`src/sv/mai8q_pkg.sv`:
```
// ----------------------------------------------------------------------------
// Max-abs int8 quantizer package
// Shared constants, the per-result tag that travels down the pipeline, and
// width helpers for the sample buffer.
// ----------------------------------------------------------------------------
package mai8q_pkg;

    // Default configuration of the block.
    localparam int DEF_BUFFER_DEPTH = 64;
    localparam int DEF_SAMPLE_WIDTH = 16;

    // Full-scale code of the int8 result and the quotient width that holds it.
    localparam int QUANT_SCALE = 127;
    localparam int QUOT_W      = 7;
    localparam int QOUT_W      = 8;

    // Side information that follows one result through the divider.
    typedef struct packed {
        logic neg;   // sample was negative
        logic last;  // final result of the burst
        logic ovf;   // samples of this burst were dropped
        logic zero;  // peak of this burst is zero
    } div_tag_t;

    // Address width of a buffer with the given number of entries.
    function automatic int idx_width(input int depth);
        return (depth > 1) ? $clog2(depth) : 1;
    endfunction

    // Width of a counter that can hold the number of entries itself.
    function automatic int cnt_width(input int depth);
        return $clog2(depth + 1);
    endfunction

endpackage

```
`src/sv/mai8q_buffer.sv`:
```
// ----------------------------------------------------------------------------
// Sample buffer
// Single-port-write, single-port-read synchronous memory with a registered
// read port. Read data appears in the cycle after the read enable.
// ----------------------------------------------------------------------------
module mai8q_buffer
    import mai8q_pkg::*;
#(
    parameter int BUFFER_DEPTH = DEF_BUFFER_DEPTH,
    parameter int SAMPLE_WIDTH = DEF_SAMPLE_WIDTH
) (
    input  logic                                aclk,
    input  logic                                wr_en,
    input  logic [idx_width(BUFFER_DEPTH)-1:0]  wr_addr,
    input  logic [SAMPLE_WIDTH-1:0]             wr_data,
    input  logic                                rd_en,
    input  logic [idx_width(BUFFER_DEPTH)-1:0]  rd_addr,
    output logic [SAMPLE_WIDTH-1:0]             rd_data
);

    logic [SAMPLE_WIDTH-1:0] mem [BUFFER_DEPTH];
    logic [SAMPLE_WIDTH-1:0] rd_data_reg;

    // Write port.
    always_ff @(posedge aclk) begin
        if (wr_en) begin
            mem[wr_addr] <= wr_data;
        end
    end

    // Registered read port; the data holds while no read is issued.
    always_ff @(posedge aclk) begin
        if (rd_en) begin
            rd_data_reg <= mem[rd_addr];
        end
    end

    assign rd_data = rd_data_reg;

endmodule

```
`src/sv/mai8q_divider.sv`:
```
// ----------------------------------------------------------------------------
// Pipelined quotient unit
// Restoring division with one quotient bit per stage. The quotient is known
// to stay below 2^QUOT_W, so only QUOT_W stages are needed. The whole
// pipeline advances together when adv is high.
// ----------------------------------------------------------------------------
module mai8q_divider
    import mai8q_pkg::*;
#(
    parameter int SAMPLE_WIDTH = DEF_SAMPLE_WIDTH
) (
    input  logic                           aclk,
    input  logic                           aresetn,
    input  logic                           adv,
    input  logic                           in_valid,
    input  logic [SAMPLE_WIDTH+QUOT_W-1:0] in_num,
    input  logic [SAMPLE_WIDTH-1:0]        in_peak,
    input  div_tag_t                       in_tag,
    output logic                           out_valid,
    output logic [QUOT_W-1:0]              out_quot,
    output div_tag_t                       out_tag
);

    localparam int NUM_W = SAMPLE_WIDTH + QUOT_W;

    logic                    vld_reg [QUOT_W];
    logic [NUM_W-1:0]        rem_reg [QUOT_W];
    logic [SAMPLE_WIDTH-1:0] pk_reg  [QUOT_W];
    logic [QUOT_W-1:0]       q_reg   [QUOT_W];
    div_tag_t                tag_reg [QUOT_W];

    for (genvar j = 0; j < QUOT_W; j++) begin : g_stage
        // Stage j decides quotient bit QUOT_W-1-j against 2*peak shifted up.
        localparam int SHIFT = QUOT_W - j;

        logic                    vld_in;
        logic [NUM_W-1:0]        rem_in;
        logic [SAMPLE_WIDTH-1:0] pk_in;
        logic [QUOT_W-1:0]       q_in;
        div_tag_t                tag_in;
        logic [NUM_W-1:0]        trial;

        if (j == 0) begin : g_first
            assign vld_in = in_valid;
            assign rem_in = in_num;
            assign pk_in  = in_peak;
            assign q_in   = '0;
            assign tag_in = in_tag;
        end else begin : g_next
            assign vld_in = vld_reg[j-1];
            assign rem_in = rem_reg[j-1];
            assign pk_in  = pk_reg[j-1];
            assign q_in   = q_reg[j-1];
            assign tag_in = tag_reg[j-1];
        end

        assign trial = NUM_W'(pk_in) << SHIFT;

        // Valid bit of the stage.
        always_ff @(posedge aclk) begin
            if (!aresetn) begin
                vld_reg[j] <= 1'b0;
            end else if (adv) begin
                vld_reg[j] <= vld_in;
            end
        end

        // Trial subtraction; the remainder is kept only when it fits.
        always_ff @(posedge aclk) begin
            if (adv) begin
                pk_reg[j]  <= pk_in;
                tag_reg[j] <= tag_in;
                if (rem_in >= trial) begin
                    rem_reg[j] <= rem_in - trial;
                    q_reg[j]   <= q_in | (QUOT_W'(1) << (SHIFT - 1));
                end else begin
                    rem_reg[j] <= rem_in;
                    q_reg[j]   <= q_in;
                end
            end
        end
    end

    assign out_valid = vld_reg[QUOT_W-1];
    assign out_quot  = q_reg[QUOT_W-1];
    assign out_tag   = tag_reg[QUOT_W-1];

endmodule

```
`src/sv/max_abs_int8_quantizer.sv`:
```
// ----------------------------------------------------------------------------
// Max-abs int8 quantizer
// Buffers a burst of signed samples, tracks their peak magnitude, and on the
// end of the burst replays the buffer as round(127*x/peak) int8 results.
// ----------------------------------------------------------------------------
// Usage:
//   Samples arrive on the s_ channel, one request per cycle while s_tready
//   is high, with s_tlast on the final sample of a burst. Each sample is
//   written into the buffer memory and folded into the running peak.
//   Samples beyond BUFFER_DEPTH are dropped and mark every result of that
//   burst through m_tuser. When the last sample is accepted, s_tready drops
//   and the block reads the buffer back, one entry per cycle while the
//   output does not stall, N entries in all (N = buffered samples). Reads
//   feed a magnitude stage and a 7-stage pipelined quotient unit ahead of
//   the output register; results leave one per cycle while m_tready stays
//   high, the last one with m_tlast. The input stays held off until the
//   read-back pass over the single memory read port is done. s_tready
//   returns as soon as the last entry has been read, while the earlier
//   results still drain through the pipeline.
//   When m_tready is low while m_tvalid is high, the output register, the
//   quotient pipeline and the read-back hold in place; nothing is lost. Reset
//   clears the counters, the peak and all valid bits; the buffer needs no clearing.
// ----------------------------------------------------------------------------
module max_abs_int8_quantizer
    import mai8q_pkg::*;
#(
    parameter int BUFFER_DEPTH = DEF_BUFFER_DEPTH,
    parameter int SAMPLE_WIDTH = DEF_SAMPLE_WIDTH
) (
    input  logic                                 aclk,
    input  logic                                 aresetn,
    // Sample requests.
    input  logic                                 s_tvalid,
    output logic                                 s_tready,
    input  logic [((SAMPLE_WIDTH+7)/8)*8-1:0]    s_tdata,  // [SAMPLE_WIDTH-1:0] sample
    input  logic                                 s_tlast,  // burst_end
    // Result requests.
    output logic                                 m_tvalid,
    input  logic                                 m_tready,
    output logic [QOUT_W-1:0]                    m_tdata,  // [7:0] quantized
    output logic                                 m_tlast,  // result_last
    output logic                                 m_tuser   // overflowed
);

    localparam int IDX_W = idx_width(BUFFER_DEPTH);
    localparam int CNT_W = cnt_width(BUFFER_DEPTH);
    localparam int NUM_W = SAMPLE_WIDTH + QUOT_W;

    typedef enum logic {
        ST_LOAD,
        ST_EMIT
    } state_t;

    state_t                  state_reg;
    logic [CNT_W-1:0]        count_reg;
    logic [SAMPLE_WIDTH-1:0] peak_reg;
    logic                    ovf_reg;
    logic [IDX_W-1:0]        rd_idx_reg;

    // Read-back tag, aligned with the buffer's registered read data.
    logic                    rd_vld_reg;
    logic                    rd_last_reg;
    logic                    rd_ovf_reg;
    logic [SAMPLE_WIDTH-1:0] rd_pk_reg;

    // Magnitude stage in front of the quotient unit.
    logic                    pre_vld_reg;
    logic [NUM_W-1:0]        pre_num_reg;
    logic [SAMPLE_WIDTH-1:0] pre_pk_reg;
    div_tag_t                pre_tag_reg;

    // Output register.
    logic                    m_tvalid_reg;
    logic [QOUT_W-1:0]       m_tdata_reg;
    logic                    m_tlast_reg;
    logic                    m_tuser_reg;

    logic                    s_accept;
    logic                    buf_full;
    logic [SAMPLE_WIDTH-1:0] s_sample;
    logic [SAMPLE_WIDTH-1:0] s_mag;
    logic                    adv;
    logic                    issue;
    logic                    last_issue;
    logic [SAMPLE_WIDTH-1:0] rd_data;
    logic [SAMPLE_WIDTH-1:0] rd_mag;
    logic [NUM_W:0]          num_wide;
    logic                    div_vld;
    logic [QUOT_W-1:0]       div_quot;
    div_tag_t                div_tag;
    logic [QOUT_W-1:0]       q_mag;
    logic [QOUT_W-1:0]       q_signed;

    // Input side: the buffer accepts while it is being loaded.
    assign s_tready = (state_reg == ST_LOAD);
    assign s_accept = s_tvalid && s_tready;
    assign buf_full = (count_reg == CNT_W'(BUFFER_DEPTH));
    assign s_sample = s_tdata[SAMPLE_WIDTH-1:0];
    assign s_mag    = s_sample[SAMPLE_WIDTH-1] ? (~s_sample + 1'b1) : s_sample;

    // The whole read-back pipeline moves when the output register can take data.
    assign adv        = !m_tvalid_reg || m_tready;
    assign issue      = (state_reg == ST_EMIT) && adv;
    assign last_issue = (CNT_W'(rd_idx_reg) + CNT_W'(1)) == count_reg;

    mai8q_buffer #(
        .BUFFER_DEPTH (BUFFER_DEPTH),
        .SAMPLE_WIDTH (SAMPLE_WIDTH)
    ) u_buffer (
        .aclk    (aclk),
        .wr_en   (s_accept && !buf_full),
        .wr_addr (count_reg[IDX_W-1:0]),
        .wr_data (s_sample),
        .rd_en   (issue),
        .rd_addr (rd_idx_reg),
        .rd_data (rd_data)
    );

    // Numerator of the rounded ratio: 2*127*|x| + peak.
    assign rd_mag   = rd_data[SAMPLE_WIDTH-1] ? (~rd_data + 1'b1) : rd_data;
    assign num_wide = (NUM_W+1)'(rd_mag) * (NUM_W+1)'(2 * QUANT_SCALE)
                    + (NUM_W+1)'(rd_pk_reg);

    mai8q_divider #(
        .SAMPLE_WIDTH (SAMPLE_WIDTH)
    ) u_divider (
        .aclk      (aclk),
        .aresetn   (aresetn),
        .adv       (adv),
        .in_valid  (pre_vld_reg),
        .in_num    (pre_num_reg),
        .in_peak   (pre_pk_reg),
        .in_tag    (pre_tag_reg),
        .out_valid (div_vld),
        .out_quot  (div_quot),
        .out_tag   (div_tag)
    );

    // Sign and all-zero handling of the finished quotient.
    assign q_mag    = QOUT_W'(div_quot);
    assign q_signed = div_tag.zero ? '0 : (div_tag.neg ? (~q_mag + 1'b1) : q_mag);

    // Control, accumulators, read-back sequencing and output register.
    always_ff @(posedge aclk) begin
        if (!aresetn) begin
            state_reg    <= ST_LOAD;
            count_reg    <= '0;
            peak_reg     <= '0;
            ovf_reg      <= 1'b0;
            rd_idx_reg   <= '0;
            rd_vld_reg   <= 1'b0;
            pre_vld_reg  <= 1'b0;
            m_tvalid_reg <= 1'b0;
        end else begin
            unique case (state_reg)
                ST_LOAD: begin
                    if (s_accept) begin
                        if (buf_full) begin
                            ovf_reg <= 1'b1;
                        end else begin
                            count_reg <= count_reg + 1'b1;
                            if (s_mag > peak_reg) begin
                                peak_reg <= s_mag;
                            end
                        end
                        if (s_tlast) begin
                            state_reg  <= ST_EMIT;
                            rd_idx_reg <= '0;
                        end
                    end
                end
                ST_EMIT: begin
                    if (issue) begin
                        rd_idx_reg  <= rd_idx_reg + 1'b1;
                        rd_last_reg <= last_issue;
                        rd_ovf_reg  <= ovf_reg;
                        rd_pk_reg   <= peak_reg;
                        if (last_issue) begin
                            state_reg <= ST_LOAD;
                            count_reg <= '0;
                            peak_reg  <= '0;
                            ovf_reg   <= 1'b0;
                        end
                    end
                end
                default: begin
                    state_reg <= ST_LOAD;
                end
            endcase

            if (adv) begin
                rd_vld_reg       <= issue;
                pre_vld_reg      <= rd_vld_reg;
                pre_num_reg      <= num_wide[NUM_W-1:0];
                pre_pk_reg       <= rd_pk_reg;
                pre_tag_reg.neg  <= rd_data[SAMPLE_WIDTH-1];
                pre_tag_reg.last <= rd_last_reg;
                pre_tag_reg.ovf  <= rd_ovf_reg;
                pre_tag_reg.zero <= (rd_pk_reg == '0);
                m_tvalid_reg     <= div_vld;
                m_tdata_reg      <= q_signed;
                m_tlast_reg      <= div_tag.last;
                m_tuser_reg      <= div_tag.ovf;
            end
        end
    end

    assign m_tvalid = m_tvalid_reg;
    assign m_tdata  = m_tdata_reg;
    assign m_tlast  = m_tlast_reg;
    assign m_tuser  = m_tuser_reg;

endmodule

```
`config.mk`:
```
export PLATFORM = sky130hd
export DESIGN_NAME = max_abs_int8_quantizer
export DESIGN_NICKNAME = d
export VERILOG_FILES = /design/src/sv/mai8q_pkg.sv /design/src/sv/mai8q_buffer.sv /design/src/sv/mai8q_divider.sv /design/src/sv/max_abs_int8_quantizer.sv
export SDC_FILE = /design/constraint.sdc
export NUM_CORES = 2
export LEC_CHECK = 0
export ABC_AREA = 1
export BUFFER_PORTS_ARGS = -buffer_cell sky130_fd_sc_hd__buf_4
export CAP_MARGIN = 25
export CORE_UTILIZATION = 45
export DETAILED_ROUTE_END_ITERATION = 16
export PLACE_DENSITY_LB_ADDON = 0.15
export SYNTH_ARGS = -nofsm -noshare
export SYNTH_HDL_FRONTEND = slang
export SYNTH_SLANG_ARGS = --single-unit
```
`constraint.sdc`:
```
create_clock -name aclk -period 8.4 [get_ports aclk]
set_input_delay 1.68 -clock aclk [delete_from_list [all_inputs] [get_ports aclk]]
set_output_delay 1.68 -clock aclk [all_outputs]
set_load 0.01 [all_outputs]
```
==> impl_results.md <==
* Largest register FFs at 1024
* Drt drc at 0
* P_leak at 27.24 nW
* Count of buffers from port buffering at 32
* CTS buffer count at 155
* Via count at 44.26k
* Clock Latency Late Sink at 0.78 ns
* Chip Height at 385.3 µm
* Worst Skew at 0.06546 ns
* Critical Path Sink Type: flip-flop
* Critical path class: flip-flop to flip-flop
* Crit start category: flip-flop
* Crit-path slowest cell: fa_1
* Largest net degree at the start of global routing at 181
* Cells after Synth at 5897
* Drt via density at 5.547
* #FFs+latches synth at 1441
* Yosys warns at 0
* Final-report setup violation count at 0
* Dominant cells by area after synthesis: edfxtp_1 64%, o21ai_0 5.4%, nor2_1 4.7%
* Die area at 148500 µm²
* Routed wire length at 178000 µm
* Post-CTS setup buffer count at 0
* Commonest non-fill, non-tap cells in the layout: 1406 x edfxtp_1, 829 x nor2_1, 800 x nand2_1
* Total power at 26.30 mW
* Clock buffer depth at 3
* First-pass GRT wire length at 266800 µm
* Number of instances in the placed design at 7693
* CP most frequent cell: nand2_1
* Share of layout cells above drive strength 1 at 0.06913
* # resized after CTS at 0
* Register area share after synthesis at 0.6491
* VDD IR max at 366.0 µV
* Final period util at 0.8022
* Power per standard cell area at 357.8 nW/µm²
* Crit-path max FO at 6
* RePlAce Congestion at 0.8806
* Post-Layout Cell Count at 7979
* Hold WC Path Type: flip-flop to flip-flop
* Area Overhead vs Synth at 11.17%
* CTS tree: done
* Hold slack at 0.3877 ns
* Synthesized area per cell at 11.21 µm²
* Post-synth top area cell: edfxtp_1
* I/O pin total at 33
* Initial Utilization at 0.4537
* Dpl hpwl at 110300 µm
* Post-Syn Area at 66130 µm²
* Vias in the first global route at 42.92k
* Synth async-reset ratio at 0
* Fin nets at 6200
* Post-synth EDFFs at 1406
* CTS HTree Levels at 4
* TNS Setup at 0 ns
* Final core occ at 0.5044
* First-pass iteration count of the detailed router at 6
* Period minus WS final at 6.739 ns
* FMAX at 148.4 MHz
* CP top delay family: adder cells
* Worst path arrival time at 7.24 ns
* Max incr delay on CP at 0.54 ns
* Outcome: finished, final reports clean
* Most common cell after layout, fill and taps aside: edfxtp_1
* DRT iter0 DRCs at 3460
* Die width at 385.3 µm
* Initial antenna violation count at 2
* Hold Buf Count CTS at 0
* Relative slew slack at 0.3511
* Main synth FF type: edfxtp_1
* Final hold violations at 0
* Count of cell types in the netlist at 57
* Fin. max-slew vios at 0
* Post-route ant nets at 0
* Core Region at 145700 µm²
* Clock slew at reported path FFs at 0.06 ns
* Site Rows at 140
* Worst Max-Slew Pin Slew at 0.9631 ns
* Clk sink count at 1441
* Syn Nets at 6161
* Avg WL per Cell at 22.31 µm
* CP required at 8.90 ns
* RSZ-0062 raised after global routing: false
* Total track usage at 0.2385
* Max cap viols at 0
* Top cell type's share of synthesized area at 0.6385
* Total grt overflow at 0
* WP buf/inv at 4
* Clk root buf: clkbuf_16
-- metal layers --
layer | vias to the layer above | global-route usage | wire length [µm]
li1 | 20970 | - | -
met1 | 21760 | 0.3163 | 75870
met2 | 1256 | 0.4067 | 87530
met3 | 278 | 0.03471 | 10080
met4 | 4 | 0.06712 | 4468
met5 | - | 0 | 23
-- cell type report --
cell class | count | area [µm²]
clock inverters | 90 | 1003
diodes | 1 | 2.502
flip-flops and latches | 1441 | 42930
multi-input cells | 3732 | 20180
well taps | 1917 | 2399
repair buffers | 144 | 1176
clock buffers | 192 | 4049
inverters | 462 | 1764
fillers | 12940 | 72230
-- cells in the mapped netlist (all sizes together) (29+ instances only) --
cell	n
a21oi	244
buf	123
clkbuf	139
dfxtp	35
edfxtp	1406
fa	49
ha	194
inv	458
nand2	807
nand3	194
nand4	44
nor2	834
nor3	37
o211ai	29
o21ai	797
o22ai	257
xnor2	59
xor2	89
-- kinds of logic (layout without fill, tap and decap cells) --
| logic type | after synthesis | in the layout | share of synthesized area |
|---|---|---|---|
| xor gates and xnor gates | 148 | 148 | 0.02006 |
| adders and majority gates | 243 | 243 | 0.05154 |
| AOI/OAI and AO/OA | 1379 | 1379 | 0.1134 |
| DFF | 1441 | 1441 | 0.6491 |
| and+or+nand+nor | 1962 | 1962 | 0.1201 |
| other | 0 | 1 | 0 |
| buffers and inverters | 724 | 888 | 0.04588 |
-- metrics by stage --
stage	cell area [µm²]	setup WS (ns)
4_1_cts	73440	1.633
3_3_place_gp	68380	1.771
2_1_floorplan	66130	2.045
6_report	73510	1.661
5_1_grt	73510	0.9615
3_5_place_dp	68390	1.693
-- worst paths after layout --
kind / to / slack, ns / cells after the start / from
max reg2reg: pre_num_reg[19]$_DFFE_PP_ / 1.66 / 32 / u_buffer.rd_data[0]$_DFFE_PP_
min: u_divider.tag_reg[2][3]$_DFFE_PN_ / 0.39 / 0 / u_divider.tag_reg[1][3]$_DFFE_PN_
min reg2reg: u_divider.tag_reg[2][3]$_DFFE_PN_ / 0.39 / 0 / u_divider.tag_reg[1][3]$_DFFE_PN_
max: pre_num_reg[19]$_DFFE_PP_ / 1.66 / 32 / u_buffer.rd_data[0]$_DFFE_PP_
-- report_power, final --
group,switching (mW),internal [mW]
clock,2.91,3.84
combinational,6.57,3.68
sequential,0.354,8.95
total,9.84,16.5
(Power assumes the default switching activity.)
